$ cat config.mk
export PLATFORM = sky130hd
export DESIGN_NAME = modular_exponentiation_top
export DESIGN_NICKNAME = d
export VERILOG_FILES = /design/src/rtl/mexp_pkg.sv /design/src/rtl/mexp_mulmod.sv /design/src/rtl/modular_exponentiation_top.sv
export SDC_FILE = /design/constraint.sdc
export NUM_CORES = 1
export LEC_CHECK = 0
export BUFFER_PORTS_ARGS = -buffer_cell sky130_fd_sc_hd__buf_2
export CORE_ASPECT_RATIO = 0.8
export CORE_MARGIN = 1.5
export CORE_UTILIZATION = 41
export CTS_BUF_LIST = sky130_fd_sc_hd__clkbuf_2 sky130_fd_sc_hd__clkbuf_4 sky130_fd_sc_hd__clkbuf_8
export CTS_CLUSTER_SIZE = 16
export DETAILED_ROUTE_END_ITERATION = 6
export GPL_TIMING_DRIVEN = 1
export HOLD_SLACK_MARGIN = 0.03
export PLACE_DENSITY_LB_ADDON = 0.25
export SLEW_MARGIN = 40
export SYNTH_ARGS = -nofsm -noshare
export SYNTH_HDL_FRONTEND = slang
export SYNTH_SLANG_ARGS = --single-unit
$ cat constraint.sdc
create_clock -name clk -period 6.8 [get_ports clk]
set_input_delay 1.36 -clock clk [delete_from_list [all_inputs] [get_ports clk]]
set_output_delay 1.36 -clock clk [all_outputs]
set_load 0.02 [all_outputs]
$ cat src/rtl/mexp_pkg.sv
// mexp_pkg: shared widths, payload structs and sequencer states for the
// modular exponentiation block. No dependencies.
package mexp_pkg;

    localparam int WIDTH = 32;
    localparam int CNT_W = $clog2(WIDTH);

    typedef struct packed {
        logic [WIDTH-1:0] base_value;
        logic [WIDTH-1:0] exponent;
        logic [WIDTH-1:0] modulus_value;
    } mexp_in_t;

    typedef struct packed {
        logic [WIDTH-1:0] result;
        logic             error_flag;
    } mexp_out_t;

    // operands handed to the serial multiplier at start
    typedef struct packed {
        logic [WIDTH-1:0] a;
        logic [WIDTH-1:0] b;
        logic [WIDTH-1:0] m;
    } mexp_mul_op_t;

    typedef enum logic [2:0] {
        ST_IDLE,
        ST_LOAD,
        ST_RED,
        ST_SQ,
        ST_SQ_WAIT,
        ST_MU,
        ST_MU_WAIT,
        ST_FIN
    } mexp_state_t;

endpackage

$ cat src/rtl/mexp_mulmod.sv
// mexp_mulmod: bit-serial interleaved modular multiplier, (a * b) mod m,
// one bit of b per cycle, MSB first. Requires a < m. Uses mexp_pkg.
module mexp_mulmod
(
    input  logic                    clk,
    input  logic                    rst_n,
    input  logic                    start,
    input  mexp_pkg::mexp_mul_op_t  op,
    output logic                    done,
    output logic [mexp_pkg::WIDTH-1:0] product
);

    localparam int W  = mexp_pkg::WIDTH;
    localparam int CW = mexp_pkg::CNT_W;

    logic          busy_reg, busy_next;
    logic          done_reg, done_next;
    logic [CW-1:0] cnt_reg, cnt_next;
    logic [W-1:0]  acc_reg, acc_next;
    logic [W-1:0]  a_reg, a_next;
    logic [W-1:0]  b_reg, b_next;
    logic [W-1:0]  m_reg, m_next;

    logic [W+1:0] dbl, s1, s2, s3, s4, mx, ax;
    logic [W-1:0] step;

    // acc < m and a < m, so 2*acc + a < 3m; all candidates formed in parallel
    always_comb
    begin
        mx  = {2'b00, m_reg};
        ax  = {2'b00, a_reg};
        dbl = {1'b0, acc_reg, 1'b0};
        s1  = dbl - mx;
        s2  = dbl + ax;
        s3  = dbl + ax - mx;
        s4  = s2 - {mx[W:0], 1'b0};
        if (b_reg[W-1])
        begin
            if (s2 >= {mx[W:0], 1'b0})
                step = s4[W-1:0];
            else if (s2 >= mx)
                step = s3[W-1:0];
            else
                step = s2[W-1:0];
        end
        else
        begin
            if (dbl >= mx)
                step = s1[W-1:0];
            else
                step = dbl[W-1:0];
        end
    end

    always_comb
    begin
        busy_next = busy_reg;
        done_next = 1'b0;
        cnt_next  = cnt_reg;
        acc_next  = acc_reg;
        a_next    = a_reg;
        b_next    = b_reg;
        m_next    = m_reg;
        if (start)
        begin
            busy_next = 1'b1;
            cnt_next  = CW'(W - 1);
            acc_next  = '0;
            a_next    = op.a;
            b_next    = op.b;
            m_next    = op.m;
        end
        else if (busy_reg)
        begin
            acc_next = step;
            b_next   = {b_reg[W-2:0], 1'b0};
            cnt_next = cnt_reg - 1'b1;
            if (cnt_reg == '0)
            begin
                busy_next = 1'b0;
                done_next = 1'b1;
            end
        end
    end

    always_ff @(posedge clk or negedge rst_n)
    begin
        if (!rst_n)
        begin
            busy_reg <= 1'b0;
            done_reg <= 1'b0;
            cnt_reg  <= '0;
        end
        else
        begin
            busy_reg <= busy_next;
            done_reg <= done_next;
            cnt_reg  <= cnt_next;
        end
    end

    always_ff @(posedge clk)
    begin
        acc_reg <= acc_next;
        a_reg   <= a_next;
        b_reg   <= b_next;
        m_reg   <= m_next;
    end

    assign done    = done_reg;
    assign product = acc_reg;

endmodule

$ cat src/rtl/modular_exponentiation_top.sv
// modular_exponentiation_top: square-and-multiply sequencer around the
// bit-serial multiplier, with a registered result. Uses mexp_pkg, mexp_mulmod.
//
//   channel | valid     | stall     | payload
//   request | cmd_valid | cmd_stall | cmd_data (mexp_in_t)
//   result  | rsp_valid | rsp_stall | rsp_data (mexp_out_t)
//
// Every modular product goes through the one serial multiplier.
// A request costs one base reduction plus, per exponent bit, a squaring and,
// for a set bit, a multiply.
// Zero modulus or zero exponent skips the multiplier: load goes straight to finish.
// One request in flight; a new one is taken while the last result waits.
// Asynchronous active-low reset; no clearing pass.
module modular_exponentiation_top
(
    input  logic                clk,
    input  logic                rst_n,
    input  logic                cmd_valid,
    output logic                cmd_stall,
    input  mexp_pkg::mexp_in_t  cmd_data,
    output logic                rsp_valid,
    input  logic                rsp_stall,
    output mexp_pkg::mexp_out_t rsp_data
);

    localparam int W  = mexp_pkg::WIDTH;
    localparam int CW = mexp_pkg::CNT_W;

    mexp_pkg::mexp_state_t state_reg, state_next;

    logic [W-1:0]  base_reg, base_next;
    logic [W-1:0]  exp_reg, exp_next;
    logic [W-1:0]  mod_reg, mod_next;
    logic [W-1:0]  r_reg, r_next;
    logic          err_reg, err_next;
    logic [CW-1:0] cnt_reg, cnt_next;

    logic                rsp_valid_reg, rsp_valid_next;
    mexp_pkg::mexp_out_t rsp_data_reg, rsp_data_next;

    logic                    mul_start;
    logic                    mul_done;
    mexp_pkg::mexp_mul_op_t  mul_op;
    logic [W-1:0]            mul_product;

    logic cmd_take;
    logic mod_zero, mod_one, exp_zero, last_bit, out_free;

    assign cmd_take = cmd_valid && !cmd_stall;
    assign mod_zero = (mod_reg == '0);
    assign mod_one  = (mod_reg == W'(1));
    assign exp_zero = (exp_reg == '0);
    assign last_bit = (cnt_reg == '0);
    assign out_free = !rsp_valid_reg || !rsp_stall;

    mexp_mulmod u_mulmod
    (
        .clk     (clk),
        .rst_n   (rst_n),
        .start   (mul_start),
        .op      (mul_op),
        .done    (mul_done),
        .product (mul_product)
    );

    always_comb
    begin
        state_next = state_reg;
        case (state_reg)
            mexp_pkg::ST_IDLE:
                if (cmd_take)
                    state_next = mexp_pkg::ST_LOAD;
            mexp_pkg::ST_LOAD:
                if (mod_zero || exp_zero)
                    state_next = mexp_pkg::ST_FIN;
                else
                    state_next = mexp_pkg::ST_RED;
            mexp_pkg::ST_RED:
                if (mul_done)
                    state_next = mexp_pkg::ST_SQ;
            mexp_pkg::ST_SQ:
                state_next = mexp_pkg::ST_SQ_WAIT;
            mexp_pkg::ST_SQ_WAIT:
                if (mul_done)
                begin
                    if (exp_reg[W-1])
                        state_next = mexp_pkg::ST_MU;
                    else if (last_bit)
                        state_next = mexp_pkg::ST_FIN;
                    else
                        state_next = mexp_pkg::ST_SQ;
                end
            mexp_pkg::ST_MU:
                state_next = mexp_pkg::ST_MU_WAIT;
            mexp_pkg::ST_MU_WAIT:
                if (mul_done)
                begin
                    if (last_bit)
                        state_next = mexp_pkg::ST_FIN;
                    else
                        state_next = mexp_pkg::ST_SQ;
                end
            mexp_pkg::ST_FIN:
                if (out_free)
                    state_next = mexp_pkg::ST_IDLE;
            default:
                state_next = mexp_pkg::ST_IDLE;
        endcase
    end

    always_comb
    begin
        cmd_stall = 1'b1;
        mul_start = 1'b0;
        mul_op.m  = mod_reg;
        mul_op.a  = r_reg;
        mul_op.b  = r_reg;
        case (state_reg)
            mexp_pkg::ST_IDLE:
                cmd_stall = 1'b0;
            mexp_pkg::ST_LOAD:
            begin
                // base mod m as (1 mod m) * base
                mul_start = !mod_zero && !exp_zero;
                mul_op.a  = mod_one ? '0 : W'(1);
                mul_op.b  = base_reg;
            end
            mexp_pkg::ST_SQ:
                mul_start = 1'b1;
            mexp_pkg::ST_MU:
            begin
                mul_start = 1'b1;
                mul_op.b  = base_reg;
            end
            default:
            begin
                cmd_stall = 1'b1;
                mul_start = 1'b0;
            end
        endcase
    end

    always_comb
    begin
        base_next      = base_reg;
        exp_next       = exp_reg;
        mod_next       = mod_reg;
        r_next         = r_reg;
        err_next       = err_reg;
        cnt_next       = cnt_reg;
        rsp_valid_next = rsp_valid_reg && rsp_stall;
        rsp_data_next  = rsp_data_reg;
        if (cmd_take)
        begin
            base_next = cmd_data.base_value;
            exp_next  = cmd_data.exponent;
            mod_next  = cmd_data.modulus_value;
            cnt_next  = CW'(W - 1);
        end
        case (state_reg)
            mexp_pkg::ST_LOAD:
            begin
                err_next = mod_zero;
                if (mod_zero || (!exp_zero && mod_one))
                    r_next = '0;
                else
                    r_next = W'(1);
            end
            mexp_pkg::ST_RED:
                if (mul_done)
                    base_next = mul_product;
            mexp_pkg::ST_SQ_WAIT:
                if (mul_done)
                begin
                    r_next = mul_product;
                    if (!exp_reg[W-1])
                    begin
                        exp_next = {exp_reg[W-2:0], 1'b0};
                        cnt_next = cnt_reg - 1'b1;
                    end
                end
            mexp_pkg::ST_MU_WAIT:
                if (mul_done)
                begin
                    r_next   = mul_product;
                    exp_next = {exp_reg[W-2:0], 1'b0};
                    cnt_next = cnt_reg - 1'b1;
                end
            mexp_pkg::ST_FIN:
                if (out_free)
                begin
                    rsp_valid_next           = 1'b1;
                    rsp_data_next.result     = r_reg;
                    rsp_data_next.error_flag = err_reg;
                end
            default:
                r_next = r_reg;
        endcase
    end

    always_ff @(posedge clk or negedge rst_n)
    begin
        if (!rst_n)
        begin
            state_reg     <= mexp_pkg::ST_IDLE;
            rsp_valid_reg <= 1'b0;
            cnt_reg       <= '0;
        end
        else
        begin
            state_reg     <= state_next;
            rsp_valid_reg <= rsp_valid_next;
            cnt_reg       <= cnt_next;
        end
    end

    always_ff @(posedge clk)
    begin
        base_reg     <= base_next;
        exp_reg      <= exp_next;
        mod_reg      <= mod_next;
        r_reg        <= r_next;
        err_reg      <= err_next;
        rsp_data_reg <= rsp_data_next;
    end

    assign rsp_valid = rsp_valid_reg;
    assign rsp_data  = rsp_data_reg;

`ifndef SYNTH
    a_done_when_waiting: assert property (@(posedge clk) disable iff (!rst_n)
        mul_done |-> (state_reg == mexp_pkg::ST_RED ||
                      state_reg == mexp_pkg::ST_SQ_WAIT ||
                      state_reg == mexp_pkg::ST_MU_WAIT))
        else $error("multiplier finished outside a wait state");

    a_take_loads: assert property (@(posedge clk) disable iff (!rst_n)
        cmd_take |=> state_reg == mexp_pkg::ST_LOAD)
        else $error("accepted request did not reach load");

    a_error_zero: assert property (@(posedge clk) disable iff (!rst_n)
        (rsp_valid_reg && rsp_data_reg.error_flag) |-> rsp_data_reg.result == '0)
        else $error("error result not zero");
`endif

endmodule

After elaboration in Yosys (flattened, before gate mapping)
Index checks and enable logic that the tools add are counted.
{ "word_totals": {"register_bits": 306, "latch_bits": 0, "ram_bits": 0, "rom_bits": 0, "out_inout_bits": 35, "elab_cells": 110, "mem_count": 0} }
{ "op_classes": {"add_sub_neg": 6, "mul": 0, "n_div": 0, "order_cmp": 3, "eq_ne": 14, "shift": 0, "n_mux": 46, "bitwise": 0, "reduce_logical": 24} }
{ "op_table": {"columns": ["op", "count"], "rows": [
  ["two-way mux 32 bit", 16],
  ["one-hot mux 32 bit (2 select lines)", 2],
  ["subtractor 32 bit", 3],
  ["logical NOT 32 bit", 2],
  ["adder 33 x 32 -> 34 bit", 1],
  ["greater-or-equal comparator 34 x 32 -> 1 bit", 1],
  ["greater-or-equal comparator 34 x 33 -> 1 bit", 1],
  ["greater-or-equal comparator 33 x 32 -> 1 bit", 1],
  ["equality test 32 x 1 -> 1 bit, second input constant", 1],
  ["two-way mux 5 bit", 6],
  ["two-way mux 3 bit", 8],
  ["one-hot mux 3 bit (8 select lines)", 1],
  ["equality test 3 bit, second input constant", 4],
  ["two-way mux 1 bit", 11],
  ["logical NOT 5 bit", 2],
  ["one-hot mux 5 bit (2 select lines)", 1],
  ["subtractor 5 x 1 -> 5 bit, second input constant", 2],
  ["inequality test 2 x 1 -> 1 bit, second input constant", 4],
  ["equality test 3 x 2 -> 1 bit, second input constant", 2],
  ["OR reduction 2 bit", 3],
  ["AND reduction 5 bit", 1],
  ["logical AND 1 bit", 4],
  ["logical NOT 1 bit", 4],
  ["inequality test 2 bit, second input constant", 2],
  ["other kinds (6)", 10]
]} }

Depth between registers and ports, before layout
Gate-level depths: netlist of run 1.
{ "depth": {"depth_word": 6, "depth_mapped": 25, "mapped_depth_nobuf": 24} }

Hierarchy
From an unflattened synthesis of run 1, not the netlist that was laid out.
{ "hier_totals": {"cells_unflattened": 2040, "area_unflattened_um2": 19799.0} }
{ "by_module_without_submodules": {"columns": ["module", "n_inst", "cells_each", "area_per_inst_um2"], "rows": [
  ["mexp_mulmod", 1, 1458, 12639.6],
  ["modular_exponentiation_top", 1, 582, 7159.4]
]} }

Least setup slack after synthesis of run 1
No wires, ideal clock.
{ "synth_path": {"path_kind": "register to register", "from": "register u_mulmod.acc_reg[0] (netlist: u_mulmod.product[0])", "to": "register u_mulmod.acc_reg[1] (netlist: u_mulmod.product[1])", "setup_time_ps": 133, "arrival_ps": 5122, "required_time_ps": 6667, "setup_slack_ps": 1545, "stages_incl_launch_ff": 25, "synth_period_minus_slack_ps": 5255, "path_cell_list": "dfxtp_1 ha_1 inv_1 fa_1 nand2b_1 a21oi_1 o41a_1 a211oi_1 o31a_1 o21ba_2 o21bai_1 a21oi_1 xnor2_1 ha_1 nand4_1 nor2_1 a41o_1 a221o_1 or4_1 o21ai_2 o21ai_2 or4_1 o211ai_1 a2bb2oi_1 a21oi_1"} }
{ "synth_between": {"elab_chain_len": 5, "word_cells_on_any_way": 11, "classes_between": "4 x add/sub; 3 x order compare; 4 x mux"} }
{ "synth_rtl": {"columns": ["element", "line", "source"], "rows": [
  ["from (decl)", "mexp_mulmod.sv:19", "logic [W-1:0] acc_reg, acc_next;"],
  ["from (signal assigned)", "mexp_mulmod.sv:104", "acc_reg <= acc_next;"],
  ["adder 33 x 32 -> 34 bit", "mexp_mulmod.sv:34", "s2 = dbl + ax;"],
  ["subtractor 32 bit / greater-or-equal comparator 34 x 32 -> 1 bit (equally long branches)", "mexp_mulmod.sv:35, mexp_mulmod.sv:41", null],
  ["two-way mux 32 bit", "mexp_mulmod.sv:41", "else if (s2 >= mx)"],
  ["two-way mux 32 bit", "mexp_mulmod.sv:39", "if (s2 >= {mx[W:0], 1'b0})"],
  ["two-way mux 32 bit (*)", "mexp_mulmod.sv:37", "if (b_reg[W-1])"]
]} }
Mark *: on every way between the ends. The rest lies on a longest branch, timed or not.
A chain may end at the register's enable or synchronous reset.

Worst setup path in the final report of run 1
{ "layout_path": {"from": "register u_mulmod.acc_reg[1] (netlist: u_mulmod.product[1])", "to": "register u_mulmod.acc_reg[11] (netlist: u_mulmod.product[11])"} }
The elaborated chain is that of the path after synthesis.

==> metrics.yaml, run 1 <==
status: "finished clean"
wl_per_cell_um: 21.40
rsz0062_at_grt: "false"
crit_slowest_cell: "dfxtp_1"
tightest_slew_ns: 0.8583
cts_tree: "done"
io_pins: 135
grt_first_pass_wirelength_um: 91310
clock_sinks: 306
antenna_found_initial: 0
num_rows: 70
avgSynthCellArea_um2: 9.660
ys.flop_type: "edfxtp_1"
slew_viol_final: 0
vias: 16150
nFillCells: 4429
ctsHoldBuffers: 0
cts_buffers: 51
clock_latency_ns: 0.67
gp_congestion: 0.9944
netlist_area_mm2: 0.01914
ant_nets: 0
cp-startpoint: "u_mulmod.product[1]"
critPathTopFamily: "compound AO/OA/AOI/OAI gates"
die_area_mm2: 0.04799
hold_viol_final: 0
drv_cap: 0
ys_async_sr_fraction_pct: 5.229
synth_warnings: 0
synthMuxAreaShare_pct: 5.689
htree_levels: 2
grt_pass1_vias: 15520
period_share_pct: 93.27
critPathArrivalTime_ns: 6.89
fin_nets: 2390
synthToLayoutAreaGrowth_pct: 14.38
final_cell_area_mm2: 0.02189
synth-seq-cells: 306
grt-ovfl-total: 0
cts_resized: 0
synth_xor_area_share_pct: 4.852
relSlewSlack_pct: 42.37
r2r_end: "u_mulmod.product[11]"
coreArea_mm2: 0.04589
multi_input_area_mm2: 0.01040
grt_max_degree: 72
synthAdderAreaFrac_pct: 8.984
num_antenna_cells: 0
yosys.area_share.simple_pct: 14.19
die_w_um: 244.5
max_freq_mhz: 157.7
clockRootBuffer: "clkbuf_8"
period_needed_ns: 6.342
syn-instance-count: 1981
crit_chain: "inv_1, fa_1, nand2b_1, a21oi_1, o41a_1, a211oi_1, o31a_1, o21ba_2, o21bai_1, a21oi_1, xnor2_1, ha_1, nand4_1, nor2_1, a41o_1, a221o_1, or4_1, o21ai_2, o21ai_2, buf_4, o311ai_0, a211oi_1, a2111oi_1"
totalWireLength_um: 60100
layout_common_cells: "208 x nand2_1, 194 x edfxtp_1, 160 x o21ai_0, 134 x buf_2, 131 x ha_1"
crit_path_start_kind: "flop"
synth_compound_area_share_pct: 20.40
ys_top_cells_by_area: "edfxtp_1 30%, dfxtp_1 10%, ha_1 8.6%"
grt_usage_pct: 24.98
postCtsSetupRepairBufs: 0
port_buffers: 134
initial_core_util_pct: 41.70
register_area_mm2: 0.008148
finalSetupTns_ns: 0
reg2regPathDepth: 23
yosysTopAreaCellShare_pct: 30.44
fin_cells: 2809
largest_reg_flops: 33
cts.clk_slew.worst_paths_ns: 0.07
crit_cells: 23
r2r_start: "u_mulmod.product[1]"
synth_fp_nets: 2216
crit_required_ns: 7.34
critPathCapture: "u_mulmod.product[11]"
crit_path_end_kind: "flop"
drc: 0
synth_top_family_by_area: "compound AO/OA/AOI/OAI gates"
post_dp_cell_area_mm2: 0.02075
synth_edf_count: 194
layout_commonest_cell: "nand2_1"
criticalPathCategory: "flop to flop"
hold_path.class: "flop to flop"
fin_skew_ns: 0.03586
clockBufferDepth: 3
place_inst: 2714
setup_violations: 0
ys_types: 86
chipHeight_um: 196.2
yosysSeqAreaShare_pct: 42.58
crit_path_max_fanout: 21
cp_slowest_stage_delay_ns: 0.49
dr.first_iter.drc_count: 1536
crit_buf_inv: 2
synth_area_leader_cell: "edfxtp_1"
reg2reg_slack_ns: 0.46
viasPerCell: 5.750
dp_hpwl_um: 46620
drive_above_1_share_pct: 14.52
first_pass_iters: 7
-- synthesized netlist by cell type, types with 23 or more instances --
| cell | count |
|---|---|
| xor2_1 | 40 |
| a21o_1 | 71 |
| mux2i_1 | 102 |
| edfxtp_1 | 194 |
| o21ai_0 | 160 |
| and2_1 | 66 |
| dfxtp_1 | 96 |
| clkbuf_1 | 55 |
| inv_1 | 88 |
| ha_1 | 131 |
| nor3_1 | 42 |
| a211oi_1 | 23 |
| o211ai_1 | 29 |
| a21oi_1 | 123 |
| nand3_1 | 32 |
| nor2_1 | 104 |
| xnor2_1 | 66 |
| nand2_1 | 209 |
-- cells by family after synthesis --
| group | Yosys count |
|---|---|
| AO/OA/AOI/OAI | 598 |
| XOR/XNOR | 106 |
| adder cells (fa/ha/maj) | 135 |
| buffers and inverters | 160 |
| flip-flops | 306 |
| multiplexers | 108 |
| AND/OR/NAND/NOR | 568 |
-- stage by stage --
step	setup slack [ns]	hold WS (ns)	utilization, %
floorplan	1.545	0.4003	-
global placement	0.6847	0.4073	45.20
detailed placement	0.5581	0.4098	45.22
CTS	0.5234	0.4255	47.69
global route	0.1657	0.4263	47.69
finish	0.4579	0.4268	47.69
-- metal layers --
metal / part of all wire (%) / track usage [%] / vias up
li1: - / - / 7727
met1: 49 / 38.19 / 7653
met2: 39 / 33.96 / 677
met3: 9.6 / 6.361 / 94
met4: 2.5 / 7.430 / 0
met5: 0 / 0 / -
-- worst min-delay path by stage --
stage	startpoint	end	slack, ns	cells after the start
detailed placement	err_reg	rsp_data[0]	0.41	0
global route	err_reg	rsp_data[0]	0.43	0
CTS	err_reg	rsp_data[0]	0.43	0
finish	err_reg	rsp_data[0]	0.43	0
global placement	err_reg	rsp_data[0]	0.41	0
floorplan	err_reg	rsp_data[0]	0.40	0
-- final cells by class --
| cell class | count | share of cell area (%) |
|---|---|---|
| multi-input cells | 1515 | 47.50 |
| flip-flops and latches | 306 | 37.23 |
| repair buffers | 191 | 5.036 |
| clock buffers | 75 | 4.145 |
| well taps | 612 | 3.499 |
| inverters | 90 | 1.555 |
| clock inverters | 20 | 1.040 |
Power of run 1 is left out: the tool's default activity adds up to more than one toggle a clock period on the data nets, which glitch-free logic cannot reach.
==> run 2: changes to the inputs <==
ABC_AREA = 1   (was unset)
==> run 2 against run 1 <==
Net effect: non-clock buffer count shrank 24; synthesized cell count up 47%; routed wire length is 38% higher; first-iteration DRC count is 57% higher; the flow now finishes with violations (DRC); critical path type unchanged.
==> metrics.yaml, run 2 <==
grt_first_pass_wirelength_um: 121600  # +33%
status: "finished, violations left"
register_area_mm2: 0.008148  # unchanged
crit_buf_inv: 2  # unchanged
clock_latency_ns: 0.66  # about the same
synth-seq-cells: 306  # unchanged
period_share_pct: 80.89  # -12 points
ys_async_sr_fraction_pct: 5.229  # unchanged
wl_per_cell_um: 21.84  # +2.1%
syn-instance-count: 2915  # +47%
nFillCells: 5242  # +18%
crit_path_max_fanout: 33  # +57%
die_w_um: 258.0  # +5.5%
max_freq_mhz: 181.8  # +15%
clockBufferDepth: 3  # unchanged
coreArea_mm2: 0.05120  # +12%
num_rows: 74  # +5.7%
hold_path.class: "flop to flop"
slew_viol_final: 0  # unchanged
synth_area_leader_cell: "edfxtp_1"
cts_resized: 0  # unchanged
first_pass_iters: 7  # unchanged
viasPerCell: 5.503  # -4.3%
totalWireLength_um: 82680  # +38%
postCtsSetupRepairBufs: 0  # unchanged
ctsHoldBuffers: 0  # unchanged
initial_core_util_pct: 41.65  # -0.048 points
yosysTopAreaCellShare_pct: 27.32  # -3.1 points
crit_slowest_cell: "xor2_1"
hold_viol_final: 0  # unchanged
gp_congestion: 1.044  # +5.0%
place_ws_ns: 1.514  # +0.9554 ns
dr.first_iter.drc_count: 2405  # +57%
layout_setup_ws_ns: 1.300  # +0.8419 ns
cp_common_cell: "nand2_1"
violations: "DRC"
grt_max_degree: 85  # +18%
crit_path_start_kind: "flop"
die_area_mm2: 0.05340  # +11%
cts_buffers: 52  # +2.0%
ys_top_cells_by_area: "edfxtp_1 27%, nand2_1 15%, dfxtp_1 9.0%"
criticalPathCategory: "flop to flop"
top_usage_layer: "met1"
cp_slowest_stage_delay_ns: 0.65  # +0.16 ns
layout_commonest_cell: "nand2_1"
layout_common_cells: "851 x nand2_1, 359 x inv_1, 280 x nor2_1, 196 x nand3_1, 194 x edfxtp_1"
setup_violations: 0  # unchanged
ys.flop_type: "edfxtp_1"
port_buffers: 134  # unchanged
yosysSeqAreaShare_pct: 38.21  # -4.4 points
met3_usage_pct: 6.862  # +0.50 points
netlist_area_mm2: 0.02132  # +11%
netlist_top_cells_count: "852 x nand2_1, 361 x inv_1, 284 x nor2_1, 197 x nand3_1, 194 x edfxtp_1"
grt_usage_pct: 30.52  # +5.5 points
tightest_slew_ns: 0.9651  # +0.1068 ns
crit_path_end_kind: "flop"
clockRootBuffer: "clkbuf_8"
synthToLayoutAreaGrowth_pct: 11.98
chipHeight_um: 207.0  # +5.5%
dp_hpwl_um: 66130  # +42%
cts.clk_slew.worst_paths_ns: 0.07  # about the same
critPathArrivalTime_ns: 6.10  # -0.79 ns
io_pins: 135  # unchanged
relSlewSlack_pct: 34.98  # -7.4 points
period_needed_ns: 5.500  # -0.8419 ns
drive_above_1_share_pct: 11.22  # -3.3 points
synth_fp_nets: 3150  # +42%
cts_tree: "done"
clock_sinks: 306  # unchanged
use_met2_pct: 44.60  # +11 points
ys_types: 52  # -40%
synth_edf_count: 194  # unchanged
yosysMostFrequentCell: "nand2_1"
fin_nets: 3295  # +38%
grt_pass1_vias: 19210  # +24%
antenna_found_initial: 1  # +1
htree_levels: 2  # unchanged
num_antenna_cells: 0  # unchanged
multi_input_area_mm2: 0.01142  # +9.9%
reg2reg_slack_ns: 1.30  # +0.84 ns
synth_warnings: 0  # unchanged
drv_cap: 0  # unchanged
largest_reg_flops: 33  # unchanged
drc: 5  # +5
rsz0062_at_grt: "false"
use_met1_pct: 44.79  # +6.6 points
ant_nets: 0  # unchanged
fin_skew_ns: 0.03156  # -0.004307 ns
avgSynthCellArea_um2: 7.315  # -24%
finalSetupTns_ns: 0  # unchanged
grt-ovfl-total: 0  # unchanged
vias: 20830  # +29%
critPathTopFamily: "simple AND/OR/NAND/NOR gates"
crit_required_ns: 7.40  # +0.06 ns
## run 2: cells by family (layout without fill, tap and decap cells)
| family | after synthesis | count (layout) | synth area share [%] |
|---|---|---|---|
| AND/OR/NAND/NOR | 1481 | 1481 | 29.43 |
| AO/OA/AOI/OAI | 451 | 451 | 12.12 |
| buffers and inverters | 451 | 637 | 8.443 |
| flip-flops | 306 | 306 | 38.21 |
| adder cells (fa/ha/maj) | 135 | 135 | 8.062 |
| XOR/XNOR | 91 | 91 | 3.738 |
## run 2: stage by stage
step,instances,area (um^2),hold WS [ns],util (%)
finish,3785,23880,0.4491,46.64
global route,3785,23880,0.4631,46.64
CTS,3785,23880,0.4519,46.64
detailed placement,3690,22770,0.4125,44.47
global placement,3689,22740,0.4337,44.41
floorplan,2915,21320,0.4003,-
## run 2: final timing paths
path,start,end,cells after the start
setup reg to reg,u_mulmod.product[0],u_mulmod.product[8],27
hold reg to reg,mod_reg[4],u_mulmod.m_reg[4],0
max in group asynchronous,rst_n,u_mulmod.cnt_reg[1],1
min in group asynchronous,rst_n,u_mulmod.busy_reg,1
hold / removal,mod_reg[4],u_mulmod.m_reg[4],0
setup / recovery,u_mulmod.product[0],u_mulmod.product[8],27
## run 2: area by class of cell
type	instances	share of cell area, %
multi-input combinational	2158	47.84
sequential	306	34.12
inverter	375	5.905
clock buffer	79	4.003
timing repair buffer	167	3.893
tap	684	3.584
clock inverter	16	0.6550
## run 2: routing by layer
metal | wire length, um | vias to the layer above
met5 | 0 | -
met4 | 2329 | 0
met3 | 7772 | 136
met2 | 33900 | 938
met1 | 38680 | 9828
li1 | - | 9926
Power of run 2 is left out for the same reason.
